--- src/rtl/i2c_master_bit_sequencer_core_macros.svh ---
// ----------------------------------------------------------------------------
// I2C bit sequencer assertion macros
// Shared concurrent assertion forms, clocked on clk and disabled in reset.
// ----------------------------------------------------------------------------
`ifndef I2C_MASTER_BIT_SEQUENCER_CORE_MACROS_SVH
`define I2C_MASTER_BIT_SEQUENCER_CORE_MACROS_SVH

// Consequent must hold in the same cycle as the antecedent.
`define I2CBS_ASSERT_SAME(label, ante, cons, msg) \
	label: assert property (@(posedge clk) disable iff (!arst_n) (ante) |-> (cons)) \
		else $error(msg);

// Consequent must hold in the cycle after the antecedent.
`define I2CBS_ASSERT_NEXT(label, ante, cons, msg) \
	label: assert property (@(posedge clk) disable iff (!arst_n) (ante) |=> (cons)) \
		else $error(msg);

`endif

--- src/rtl/i2cbs_pkg.sv ---
// ----------------------------------------------------------------------------
// I2C bit sequencer package
// Shared constants, item type and small decode functions.
// ----------------------------------------------------------------------------
`default_nettype none

package i2cbs_pkg;

	localparam logic [1:0] OP_START = 2'd0;
	localparam logic [1:0] OP_STOP  = 2'd1;
	localparam logic [1:0] OP_WRITE = 2'd2;
	localparam logic [1:0] OP_READ  = 2'd3;

	localparam int unsigned STEP_W = 5;
	localparam int unsigned HOLD_W = 16;
	localparam logic [HOLD_W-1:0] STEP_TICKS_RESET = 16'd10;
	localparam logic [STEP_W-1:0] BYTE_SEQ_STEPS = 5'd28;
	localparam logic [STEP_W-1:0] START_SEQ_STEPS = 5'd4;
	localparam logic [STEP_W-1:0] STOP_SEQ_STEPS = 5'd3;
	localparam logic [STEP_W-1:0] BIT_STEPS_END = 5'd24;

	typedef struct packed {
		logic       cmd_valid;
		logic [1:0] operation;
		logic [7:0] tx_byte;
		logic       ack_to_send;
		logic       sda_in;
	} item_t;

	typedef struct packed {
		logic [2:0] bit_idx;
		logic [1:0] phase;
	} bit_phase_t;

	function automatic logic [STEP_W-1:0] seq_length(input logic [1:0] op);
		logic [STEP_W-1:0] len;
		unique case (op)
			OP_START: len = START_SEQ_STEPS;
			OP_STOP:  len = STOP_SEQ_STEPS;
			default:  len = BYTE_SEQ_STEPS;
		endcase
		return len;
	endfunction

	// Splits a step number below 24 into a bit number and a phase of three.
	function automatic bit_phase_t split3(input logic [STEP_W-1:0] k);
		logic [9:0] prod;
		logic [2:0] b;
		logic [STEP_W-1:0] rem;
		bit_phase_t r;
		prod = 10'(k) * 10'd11;
		b = prod[7:5];
		rem = k - (STEP_W'(b) + STEP_W'(b) + STEP_W'(b));
		r.bit_idx = b;
		r.phase = rem[1:0];
		return r;
	endfunction

endpackage

`default_nettype wire

--- src/rtl/i2cbs_in_reg.sv ---
// ----------------------------------------------------------------------------
// I2C bit sequencer input register
// Holds one accepted tick item until the sequencer stage takes it.
// ----------------------------------------------------------------------------
`default_nettype none

module i2cbs_in_reg (
	input  wire logic            clk,
	input  wire logic            arst_n,
	input  wire logic            in_valid,
	output logic                 in_stall,
	input  wire i2cbs_pkg::item_t in_item,
	input  wire logic            adv,
	output logic                 valid_s1,
	output i2cbs_pkg::item_t     item_s1
);
	import i2cbs_pkg::*;

	logic take;

	assign in_stall = valid_s1 && !adv;
	assign take = in_valid && !in_stall;

	always_ff @(posedge clk or negedge arst_n) begin
		if (!arst_n) begin
			valid_s1 <= 1'b0;
		end else if (take) begin
			valid_s1 <= 1'b1;
		end else if (adv) begin
			valid_s1 <= 1'b0;
		end
	end

	always_ff @(posedge clk) begin
		if (take) begin
			item_s1 <= in_item;
		end
	end

endmodule

`default_nettype wire

--- src/rtl/i2cbs_seq.sv ---
// ----------------------------------------------------------------------------
// I2C bit sequencer step stage
// Advances the pin sequence by one tick and registers the tick's result.
// ----------------------------------------------------------------------------
`default_nettype none

`include "i2c_master_bit_sequencer_core_macros.svh"

module i2cbs_seq (
	input  wire logic                         clk,
	input  wire logic                         arst_n,
	input  wire logic                         valid_s1,
	input  wire i2cbs_pkg::item_t             item_s1,
	input  wire logic [i2cbs_pkg::HOLD_W-1:0] step_ticks,
	output logic                              adv,
	output logic                              out_valid,
	input  wire logic                         out_stall,
	output logic                              scl_out,
	output logic                              sda_out,
	output logic                              busy_res,
	output logic                              done_res,
	output logic [7:0]                        rx_byte,
	output logic                              ack_received
);
	import i2cbs_pkg::*;

	logic              running_q;
	logic [1:0]        op_q;
	logic [STEP_W-1:0] step_q;
	logic [HOLD_W-1:0] hold_q;
	logic [7:0]        shift_q;
	logic              ack_latch_q;
	logic              scl_q;
	logic              sda_q;
	logic              ack_seen_q;
	logic [7:0]        rx_q;
	logic              busy_q;
	logic              done_q;
	logic              out_valid_q;

	logic              run_n;
	logic [1:0]        op_n;
	logic [STEP_W-1:0] step_n;
	logic [HOLD_W-1:0] hold_n;
	logic [7:0]        shift_n;
	logic              ack_latch_n;
	logic              scl_n;
	logic              sda_n;
	logic              ack_seen_n;
	logic [7:0]        rx_n;
	logic              busy_n;
	logic              done_n;
	bit_phase_t        wr_bp;
	bit_phase_t        rd_bp;
	logic [STEP_W-1:0] rd_j;

	assign adv = valid_s1 && (!out_valid_q || !out_stall);

	always_comb begin
		run_n = running_q;
		op_n = op_q;
		step_n = step_q;
		hold_n = hold_q;
		shift_n = shift_q;
		ack_latch_n = ack_latch_q;
		scl_n = scl_q;
		sda_n = sda_q;
		ack_seen_n = ack_seen_q;
		rx_n = rx_q;
		busy_n = 1'b0;
		done_n = 1'b0;

		if (!running_q && item_s1.cmd_valid) begin
			run_n = 1'b1;
			op_n = item_s1.operation;
			step_n = '0;
			hold_n = '0;
			shift_n = (item_s1.operation == OP_WRITE) ? item_s1.tx_byte : 8'h00;
			ack_latch_n = item_s1.ack_to_send;
		end

		wr_bp = split3(step_n);
		rd_j = step_n - STEP_W'(1);
		rd_bp = split3(rd_j);

		if (run_n) begin
			busy_n = 1'b1;
			if (hold_n == '0) begin
				unique case (op_n)
					OP_START: begin
						unique case (step_n)
							5'd0:    sda_n = 1'b1;
							5'd1:    scl_n = 1'b1;
							5'd2:    sda_n = 1'b0;
							default: scl_n = 1'b0;
						endcase
					end
					OP_STOP: begin
						unique case (step_n)
							5'd0:    sda_n = 1'b0;
							5'd1:    scl_n = 1'b1;
							default: sda_n = 1'b1;
						endcase
					end
					OP_WRITE: begin
						if (step_n < BIT_STEPS_END) begin
							unique case (wr_bp.phase)
								2'd0:    sda_n = shift_n[3'd7 - wr_bp.bit_idx];
								2'd1:    scl_n = 1'b1;
								default: scl_n = 1'b0;
							endcase
						end else begin
							unique case (step_n)
								5'd24:   sda_n = 1'b1;
								5'd25:   scl_n = 1'b1;
								5'd26:   ack_seen_n = item_s1.sda_in;
								default: scl_n = 1'b0;
							endcase
						end
					end
					default: begin
						if (step_n == '0) begin
							sda_n = 1'b1;
						end else if (step_n <= BIT_STEPS_END) begin
							unique case (rd_bp.phase)
								2'd0:    scl_n = 1'b1;
								2'd1: begin
									if (item_s1.sda_in) begin
										shift_n[3'd7 - rd_bp.bit_idx] = 1'b1;
									end
								end
								default: scl_n = 1'b0;
							endcase
						end else begin
							unique case (step_n)
								5'd25:   sda_n = ack_latch_n;
								5'd26:   scl_n = 1'b1;
								default: scl_n = 1'b0;
							endcase
						end
					end
				endcase
				hold_n = (step_ticks == '0) ? HOLD_W'(1) : step_ticks;
			end
			hold_n = hold_n - HOLD_W'(1);
			if (hold_n == '0) begin
				step_n = step_n + STEP_W'(1);
				if (step_n >= seq_length(op_n)) begin
					run_n = 1'b0;
					done_n = 1'b1;
					step_n = '0;
					if (op_n == OP_READ) begin
						rx_n = shift_n;
					end
				end
			end
		end
	end

	always_ff @(posedge clk or negedge arst_n) begin
		if (!arst_n) begin
			running_q <= 1'b0;
			op_q <= OP_START;
			step_q <= '0;
			hold_q <= '0;
			shift_q <= '0;
			ack_latch_q <= 1'b0;
			scl_q <= 1'b1;
			sda_q <= 1'b1;
			ack_seen_q <= 1'b1;
			rx_q <= '0;
			busy_q <= 1'b0;
			done_q <= 1'b0;
		end else if (adv) begin
			running_q <= run_n;
			op_q <= op_n;
			step_q <= step_n;
			hold_q <= hold_n;
			shift_q <= shift_n;
			ack_latch_q <= ack_latch_n;
			scl_q <= scl_n;
			sda_q <= sda_n;
			ack_seen_q <= ack_seen_n;
			rx_q <= rx_n;
			busy_q <= busy_n;
			done_q <= done_n;
		end
	end

	always_ff @(posedge clk or negedge arst_n) begin
		if (!arst_n) begin
			out_valid_q <= 1'b0;
		end else if (adv) begin
			out_valid_q <= 1'b1;
		end else if (!out_stall) begin
			out_valid_q <= 1'b0;
		end
	end

	assign out_valid = out_valid_q;
	assign scl_out = scl_q;
	assign sda_out = sda_q;
	assign busy_res = busy_q;
	assign done_res = done_q;
	assign rx_byte = rx_q;
	assign ack_received = ack_seen_q;

	`I2CBS_ASSERT_SAME(a_done_busy, out_valid_q && done_q, busy_q && !running_q, "done without busy")
	`I2CBS_ASSERT_SAME(a_hold_running, hold_q != '0, running_q, "hold count set while idle")
	`I2CBS_ASSERT_SAME(a_step_range, 1'b1, step_q < BYTE_SEQ_STEPS, "step index out of range")
	`I2CBS_ASSERT_NEXT(a_state_hold, !adv, $stable(step_q) && $stable(hold_q), "state moved without advance")

endmodule

`default_nettype wire

--- src/rtl/i2c_master_bit_sequencer_core.sv ---
// ----------------------------------------------------------------------------
// I2C master bit sequencer
// Open-drain pin sequencer for start, stop, byte write and byte read.
// ----------------------------------------------------------------------------
// Each input transfer is one time tick carrying an optional command and the
// sampled SDA level; each tick yields exactly one output transfer with the
// SCL and SDA drive, busy and done flags, the last read byte and the last
// write acknowledge. Ticks enter through an input register and the result
// is registered in the step stage. One tick is taken every cycle while the
// receiver does not stall; the rate is set by the single step stage.
// Every pin action is held for step_ticks ticks, or one tick when it is zero.
// step_ticks is set through the write-only configuration channel; the user
// must write it only while no sequence runs, as the block does not enforce
// this. It resets to 10. Reset releases both lines, clears busy, sets the
// acknowledge flag to one and the received byte to zero. When the receiver
// stalls, the result is held and, once the input register is full, in_stall
// is raised so that no tick is lost.
// ----------------------------------------------------------------------------
`default_nettype none

module i2c_master_bit_sequencer_core (
	input  wire logic                         clk,
	input  wire logic                         arst_n,
	input  wire logic                         in_valid,
	output logic                              in_stall,
	input  wire logic                         cmd_valid,
	input  wire logic [1:0]                   operation,
	input  wire logic [7:0]                   tx_byte,
	input  wire logic                         ack_to_send,
	input  wire logic                         sda_in,
	output logic                              out_valid,
	input  wire logic                         out_stall,
	output logic                              scl_out,
	output logic                              sda_out,
	output logic                              busy_res,
	output logic                              done_res,
	output logic [7:0]                        rx_byte,
	output logic                              ack_received,
	input  wire logic                         cfg_valid,
	output logic                              cfg_ready,
	input  wire logic [i2cbs_pkg::HOLD_W-1:0] cfg_data
);
	import i2cbs_pkg::*;

	item_t             in_item;
	item_t             item_s1;
	logic              valid_s1;
	logic              adv;
	logic [HOLD_W-1:0] step_ticks_q;

	assign cfg_ready = 1'b1;

	always_ff @(posedge clk or negedge arst_n) begin
		if (!arst_n) begin
			step_ticks_q <= STEP_TICKS_RESET;
		end else if (cfg_valid && cfg_ready) begin
			step_ticks_q <= cfg_data;
		end
	end

	assign in_item.cmd_valid = cmd_valid;
	assign in_item.operation = operation;
	assign in_item.tx_byte = tx_byte;
	assign in_item.ack_to_send = ack_to_send;
	assign in_item.sda_in = sda_in;

	i2cbs_in_reg u_in_reg (
		.clk      (clk),
		.arst_n   (arst_n),
		.in_valid (in_valid),
		.in_stall (in_stall),
		.in_item  (in_item),
		.adv      (adv),
		.valid_s1 (valid_s1),
		.item_s1  (item_s1)
	);

	i2cbs_seq u_seq (
		.clk          (clk),
		.arst_n       (arst_n),
		.valid_s1     (valid_s1),
		.item_s1      (item_s1),
		.step_ticks   (step_ticks_q),
		.adv          (adv),
		.out_valid    (out_valid),
		.out_stall    (out_stall),
		.scl_out      (scl_out),
		.sda_out      (sda_out),
		.busy_res     (busy_res),
		.done_res     (done_res),
		.rx_byte      (rx_byte),
		.ack_received (ack_received)
	);

endmodule

`default_nettype wire
--- config.mk ---
export PLATFORM = sky130hd
export DESIGN_NAME = i2c_master_bit_sequencer_core
export DESIGN_NICKNAME = d
export VERILOG_FILES = /design/src/rtl/i2cbs_pkg.sv /design/src/rtl/i2cbs_in_reg.sv /design/src/rtl/i2cbs_seq.sv /design/src/rtl/i2c_master_bit_sequencer_core.sv
export VERILOG_INCLUDE_DIRS = /design/src /design/src/rtl
export SDC_FILE = /design/constraint.sdc
export NUM_CORES = 1
export LEC_CHECK = 0
export ABC_AREA = 1
export BUFFER_PORTS_ARGS = -buffer_cell sky130_fd_sc_hd__buf_2
export CORE_MARGIN = 10
export CORE_UTILIZATION = 45
export DETAILED_ROUTE_END_ITERATION = 10
export PLACE_DENSITY = 0.65
export SYNTH_ARGS = -nofsm -noshare
export SYNTH_HDL_FRONTEND = slang
export SYNTH_SLANG_ARGS = --single-unit
--- constraint.sdc ---
create_clock -name clk -period 4.2 [get_ports clk]
set_input_delay 0.42 -clock clk [delete_from_list [all_inputs] [get_ports clk]]
set_output_delay 0.42 -clock clk [all_outputs]
set_load 0.03 [all_outputs]
* Yosys cells after proc, flatten, opt, wreduce, memory -nomap -nowiden
Cells that the tools add are included.
** Word-level totals
- Flip-flop bits (word level) :: 77
- Bits in latches :: 0
- Bits in writable memories :: 0
- Memory bits (read-only) :: 0
- Input bits :: 34
- Output and inout bits :: 16
- Word-level logic and storage cells :: 150
- Memories kept :: 0
** Operators by class
- Add/sub/neg operators :: 11
- $mul :: 2
- Divide/modulo/power cells :: 0
- Magnitude comparators :: 6
- Eq/ne operators :: 24
- Shift operators :: 0
- Mux-type cells :: 58
- Bitwise operators :: 2
- Reductions and logical operators :: 27
** Operators by type and width (number)
- 16-bit 2-to-1 mux :: 5
- 8-bit 2-to-1 mux :: 9
- 16-bit logical NOT :: 3
- 5-bit 2-to-1 mux :: 6
- 1-bit 2-to-1 mux :: 25
- 5-bit by 4-bit multiplier with 8-bit output, second input constant :: 2
- 16-bit by 1-bit subtractor with 16-bit output, second input constant :: 1
- 5-bit equality test, second input constant :: 3
- 1-bit case mux with 2 select lines :: 7
- 5-bit case mux with 2 select lines :: 1
- 10-bit AND reduction :: 1
- 3-bit by 2-bit != test with 1-bit output, second input constant :: 3
- 9-bit AND reduction :: 1
- 2-bit adder :: 4
- 3-bit by 4-bit < comparator with 1-bit output, second input constant :: 2
- 8-bit OR :: 1
- 2-bit by 1-bit equality test with 1-bit output, second input constant :: 3
- 2-bit equality test, second input constant :: 3
- 2-bit logical NOT :: 3
- 2-bit != test, second input constant :: 3
- 3-bit != test, second input constant :: 2
- 1-bit case mux with 3 select lines :: 2
- 6-bit AND reduction :: 1
- 3-bit subtractor, first input constant :: 2
- other kinds (27) :: 37

* Longest topological paths before layout
- Depth in word-level cells :: 18
- Gate-level depth with buffers :: 33
- Gate-level depth less buffers :: 32

* Hierarchy
Synthesis repeated with hierarchy kept, for this count alone.
** Second synthesis, totals
- Cell total of the unflattened synthesis :: 793
- Area total of the unflattened synthesis :: 5779.3 µm²
** By module, submodules not included
- i2cbs_seq :: instances 1, cells each 703, area each 4673.2 µm², sequential area each 1179.9 µm²
- i2c_master_bit_sequencer_core :: instances 1, cells each 70, area each 658.1 µm², sequential area each 402.9 µm²
- i2cbs_in_reg :: instances 1, cells each 20, area each 447.9 µm², sequential area each 415.4 µm²

* Worst setup path after synthesis
OpenSTA, ideal clock, no wires.
- Path type :: register to register
- Start :: reg, netlist name u_in_reg.item_s1[12]
- End :: reg u_seq.rx_q[7], in the netlist u_seq.rx_byte[7]
- Library setup time :: 0.065 ns
- Data arrival time :: 4.182 ns
- Data required time :: 4.135 ns
- Path slack :: -0.048 ns
- Cell stages (with the launch flop) :: 28
- Path through :: edfxtp_1 nand2_2 buf_6 inv_1 nor2_2 inv_1 ha_1 o31ai_1 xor2_1 ha_1 inv_1 fa_1 inv_1 ha_1 a21oi_1 o21ai_1 inv_1 nand2_1 nand2_1 inv_1 ha_1 xnor2_1 xnor2_1 nor2_2 nand3_1 nand2_1 nand4_1 nand2_1
** Between the ends
- Longest elaborated chain between the ends :: 16
** RTL lines
- 1-bit logical AND (*) :: line i2cbs_seq.sv:73 : if (!running_q && item_s1.cmd_valid) begin
- 5-bit 2-to-1 mux :: line i2cbs_seq.sv:73
- 5-bit by 1-bit subtractor with 5-bit output :: line i2cbs_seq.sv:83 : rd_j = step_n - STEP_W'(1);
- 5-bit by 4-bit multiplier with 8-bit output :: line i2cbs_pkg.sv:51 : prod = 10'(k) * 10'd11;
- 3-bit subtractor :: line i2cbs_seq.sv:129 : shift_n[3'd7 - rd_bp.bit_idx] = 1'b1;
- 3-bit by 4-bit < comparator with 1-bit output (not written as such) / 3-bit by 1-bit >= comparator with 1-bit output (equally long branches) :: line i2cbs_seq.sv:129
- 1-bit logical AND (not written as such) :: line i2cbs_seq.sv:129
- 1-bit 2-to-1 mux (not written as such) :: line i2cbs_seq.sv:129
- 1-bit demux with 3-bit select
- 8-bit OR (no line)
- 8-bit 2-to-1 mux :: line i2cbs_seq.sv:128 : if (item_s1.sda_in) begin
- 8-bit 2-to-1 mux :: line i2cbs_seq.sv:125 : unique case (rd_bp.phase)
- 8-bit 2-to-1 mux :: line i2cbs_seq.sv:124 : end else if (step_n <= BIT_STEPS_END) begin
- 8-bit 2-to-1 mux :: line i2cbs_seq.sv:122 : if (step_n == '0) begin
- 8-bit 2-to-1 mux :: line i2cbs_seq.sv:89 : unique case (op_n)
- 8-bit 2-to-1 mux :: line i2cbs_seq.sv:88 : if (hold_n == '0) begin
- end signal: assignment :: line i2cbs_seq.sv:184 : rx_q <= rx_n;
- end: declaration :: line i2cbs_seq.sv:36 : logic [7:0] rx_q;
Every way passes the cells marked *; elsewhere a longest branch is shown, timed or not. The select of a mux whose other input is x is not followed.
A chain may end at the register's enable or synchronous reset.

* Worst setup path in the final report
- Start :: reg, netlist name u_in_reg.item_s1[12]
- End :: reg u_seq.rx_q[4], in the netlist u_seq.rx_byte[4]
** Between the ends
- Longest elaborated chain between the ends :: 16
** RTL lines (line)
- 1-bit logical AND (*) :: i2cbs_seq.sv:73
- 5-bit 2-to-1 mux :: i2cbs_seq.sv:73
- 5-bit by 1-bit subtractor with 5-bit output :: i2cbs_seq.sv:83
- 5-bit by 4-bit multiplier with 8-bit output :: i2cbs_pkg.sv:51
- 3-bit subtractor :: i2cbs_seq.sv:129
- 3-bit by 4-bit < comparator with 1-bit output (not written as such) / 3-bit by 1-bit >= comparator with 1-bit output (equally long branches) :: i2cbs_seq.sv:129
- 1-bit logical AND (not written as such) :: i2cbs_seq.sv:129
- 1-bit 2-to-1 mux (not written as such) :: i2cbs_seq.sv:129
- 1-bit demux with 3-bit select
- 8-bit OR (no line)
- 8-bit 2-to-1 mux :: i2cbs_seq.sv:128
- 8-bit 2-to-1 mux :: i2cbs_seq.sv:125
- 8-bit 2-to-1 mux :: i2cbs_seq.sv:124
- 8-bit 2-to-1 mux :: i2cbs_seq.sv:122
- 8-bit 2-to-1 mux :: i2cbs_seq.sv:89
- 8-bit 2-to-1 mux :: i2cbs_seq.sv:88
Marked as above.

==> results list <==
- Sorting the synthesized cells by area gives the leading types as sky130_fd_sc_hd__dfrtp_1 (26%), sky130_fd_sc_hd__nand2_1 (19%), sky130_fd_sc_hd__ha_1 (7.7%), sky130_fd_sc_hd__nand3_1 (6.9%), sky130_fd_sc_hd__edfxtp_1 (6.9%).
* Post-synth EDFFs: 13
- Final hold violation count: 0
- Buffers inserted to repair hold after CTS numbered 0.
- After floorplanning, the core was divided into 41 placement rows.
- Leaving out fill and tap cells, the most frequent cells in the layout are sky130_fd_sc_hd__nand2_1 (267), sky130_fd_sc_hd__inv_1 (75), sky130_fd_sc_hd__nand3_1 (69), sky130_fd_sc_hd__dfrtp_1 (59), sky130_fd_sc_hd__nor2_1 (57).
* Wire length of the first global-routing pass: about 26000 um
- Clock-pin slew was measured on the worst setup and hold paths at 0.07 ns.
- The flow ran to the end, and the final reports show no timing, DRC or antenna violations.
* Drt total wl: roughly 16000 um
- By area, the combinational part of the netlist is dominated by simple AND/OR/NAND/NOR gates.
- Minimum period implied by the final worst setup slack: between 3 and 4 ns
- Die span in y: between 100 and 150 um
* Placeable core region: about 13000 um^2
- Clock root buffer: sky130_fd_sc_hd__clkbuf_16
- CP max FO: 8
- Top flip-flop cell by instance count after synthesis: sky130_fd_sc_hd__dfrtp_1
- Least-Margin Pin Slew: a little over 0.9 ns
- Worst setup slack before clock tree synthesis: 0.0176 ns
- STA puts the critical path data required time at 4.48 ns.
- Across all setup checks in the final design, the least slack found is 0.209 ns.
- Number of vias after detailed routing: about 5400
- The number of pins with negative max-slew slack in the final report was 0.
- Final estimated routing congestion in global placement: 0.941
- During synthesis, Yosys emitted a total of 0 warnings.
* Vias per inst: approximately 5.2
- Synth top area share: 0.260
- In this run, synthesis produced a sequential element count of 77.
* Num ports: 50
- Vias in the first global route: 5109
* Highest cell delay on the worst timing path: about 0.43 ns
* Clock latency on the worst-skew pair: 0.34 ns
- Of the total synthesized cell area, the portion taken by XOR and XNOR cells is 0.0200.
- Counting stages on the worst path, the most repeated cell is sky130_fd_sc_hd__nand2_2.
- CP Data Arrival Time: ~4.3 ns
* DRC violations left: 0
- Clock tree from TritonCTS: yes
- The portion of synthesized area spent on multiplexers is 0.00374.
* P&R area growth vs syn: 20.3%
* Number of buffers added on ports: 48
* Die Area: approximately 18000 um^2
- Net count after synthesis: around 870
- Worst Clk Skew: 0.00789 ns
* Wire per inst: 15.2 um
* Most common library cell in the layout ignoring fill and taps: sky130_fd_sc_hd__nand2_1
- The worst hold path belongs to the class input port to async pin.
- Total track usage: 0.180
* Antenna Violating Nets Remaining: 0
- The HPWL after detailed placement is 11700 um.
- Max Clk Rate: between 200 and 300 MHz
- The largest total area in the synthesized netlist belongs to sky130_fd_sc_hd__dfrtp_1.
- The setup path with the least slack is of type flip-flop to flip-flop.
- Counting the buffers created by CTS gives 9.
* Combined area of all synthesized cells: 5690 um^2
- For this run, asynchronously set or reset flops after synthesis account for 0.831.
- Setup repair after global routing could not meet its margin everywhere.
* Net total in the final layout: 942
* Initial antenna violation count: 0
- Area fraction in and, or, nand and nor cells after synthesis: 0.382
* CTS sink cnt: between 70 and 80
- Initial drt markers: 462
- CP startpoint kind: flip-flop
* Count of maximum capacitance violations: 0
- Of the synthesized area, sequential elements account for 0.351.
* Final antenna diode count: 0
- The worst setup path is captured at a flip-flop.
* Synthesized netlist cell count: between 700 and 800
- Cell with the biggest individual delay on the critical path: sky130_fd_sc_hd__edfxtp_1
- The synthesized-area fraction occupied by ao, oa, aoi and oai cells came to 0.0838.
* Effective utilization at floorplan: 0.454
- In the final layout, the share of cells above drive strength 1 is 0.213.
- CTS built an H-tree with a depth of 3.
- Tcrit/Tclk final: 0.950
- Before antenna repair, the detailed router went through 5 iterations.
- Syn avg cell area: around 7.1 um^2
- Maximum number of pins on one net before global-route repair: 42
- Of the total synthesized cell area, the portion taken by full adders, half adders and majority gates is 0.0841.
* Number of distinct library cells after synthesis: 48
* Die extent in x: approximately 130 um
* Leftover overflow at the end of global routing: 0
- Tightest slew margin relative to the limit: 0.395
* Buffers from clock root to sink, at most: 2
* Total of endpoints with negative setup slack in the final report: 0
kinds of logic (layout without fill, tap and decap cells):
family          count (synthesis)  count (layout)
flops                          77              77
xor+xnor                       13              13
simple gates                  483             483
mux                             2               2
other cells                     1               1
buf+inv                       102             181
compound gates                 82              82
fa+ha+maj                      37              37
critical path, delay by kind of cell (launching register included):
| family | cells | cell delay, ns |
|---|---|---|
| adder cells (fa/ha/maj) | 5 | 1.18 |
| AND/OR/NAND/NOR | 14 | 1.27 |
| flip-flops | 1 | 0.43 |
| XOR/XNOR | 1 | 0.23 |
| AO/OA/AOI/OAI | 3 | 0.27 |
| buffers and inverters | 8 | 0.57 |
final cells by class:
class / instances / area, um^2
inverters: 82 / 310
multi-input cells: 618 / 3460
fillers: 1252 / 5680
well taps: 172 / 215
flip-flops and latches: 77 / 2000
clock buffers: 9 / 225
clock inverters: 7 / 113
repair buffers: 83 / 519
worst paths after layout:
path / endpoint / depth (start not counted) / start / slack (ns)
min in group clk: u_in_reg.item_s1[7] / 1 / tx_byte[5] / 0.25
setup reg to reg: u_seq.rx_byte[4] / 31 / u_in_reg.item_s1[12] / 0.21
hold / removal: u_seq.step_q[4] / 1 / arst_n / 0.08
max in group asynchronous: step_ticks_q[3] / 2 / arst_n / 3.15
hold reg to reg: u_seq.scl_out / 2 / u_seq.scl_out / 0.47
setup / recovery: u_seq.rx_byte[4] / 31 / u_in_reg.item_s1[12] / 0.21
per-stage QoR:
stage | area, um^2 | setup TNS (ns) | std cells | hold slack, ns | utilization
after floorplan | 5690 | 0 | 797 | 0.124 | -
after global placement | 6240 | 0 | 1025 | 0.457 | 0.499
after detailed placement | 6240 | 0 | 1025 | 0.460 | 0.499
after CTS | 6590 | 0 | 1043 | 0.101 | 0.527
after global routing | 6840 | -0.591 | 1048 | 0.128 | 0.546
final | 6840 | 0 | 1048 | 0.0845 | 0.546
sequential cells by signal, summed over array words and instances, names as in the netlist, 2 cells and up:
register,count
u_seq.op_q,2
u_seq.hold_q,16
step_ticks_q,16
u_seq.step_q,5
u_seq.shift_q,8
u_in_reg.item_s1,13
u_seq.rx_byte,8
per-layer routing:
layer | routed length (um) | share of wire | track usage
met1 | 7690 | 0.48 | 0.258
met2 | 7030 | 0.44 | 0.262
met3 | 952 | 0.060 | 0.0385
met4 | 235 | 0.015 | 0.0556
met5 | 0 | 0 | 0
cell usage after synthesis, types with 2 or more instances:
library cell / count
sky130_fd_sc_hd__buf_4: 2
sky130_fd_sc_hd__edfxtp_1: 13
sky130_fd_sc_hd__buf_6: 4
sky130_fd_sc_hd__xnor2_1: 5
sky130_fd_sc_hd__a21o_1: 2
sky130_fd_sc_hd__a22oi_1: 8
sky130_fd_sc_hd__nand3_2: 5
sky130_fd_sc_hd__nor2_1: 57
sky130_fd_sc_hd__nand2_1: 281
sky130_fd_sc_hd__inv_1: 80
sky130_fd_sc_hd__a21oi_1: 15
sky130_fd_sc_hd__dfstp_2: 5
sky130_fd_sc_hd__clkbuf_1: 10
sky130_fd_sc_hd__inv_2: 2
sky130_fd_sc_hd__fa_1: 2
sky130_fd_sc_hd__dfrtp_1: 59
sky130_fd_sc_hd__o211ai_1: 3
sky130_fd_sc_hd__nand4_1: 26
sky130_fd_sc_hd__buf_2: 3
sky130_fd_sc_hd__a31oi_1: 2
sky130_fd_sc_hd__ha_1: 35
sky130_fd_sc_hd__nor2_4: 7
sky130_fd_sc_hd__nand2_2: 9
sky130_fd_sc_hd__o21ai_1: 9
sky130_fd_sc_hd__o21ai_0: 35
sky130_fd_sc_hd__xor2_1: 8
sky130_fd_sc_hd__nor2_2: 9
sky130_fd_sc_hd__o21ai_2: 2
sky130_fd_sc_hd__or2_2: 3
sky130_fd_sc_hd__nand3_1: 78
repair_timing:
action,CTS,global route
setup buffers,2,5
gates resized for setup,0,48
pin swaps,3,28
endpoints found under the setup margin,7,23
Power is left out: the tool's default activity adds up to more than one toggle a clock period on the data nets, which glitch-free logic cannot reach.
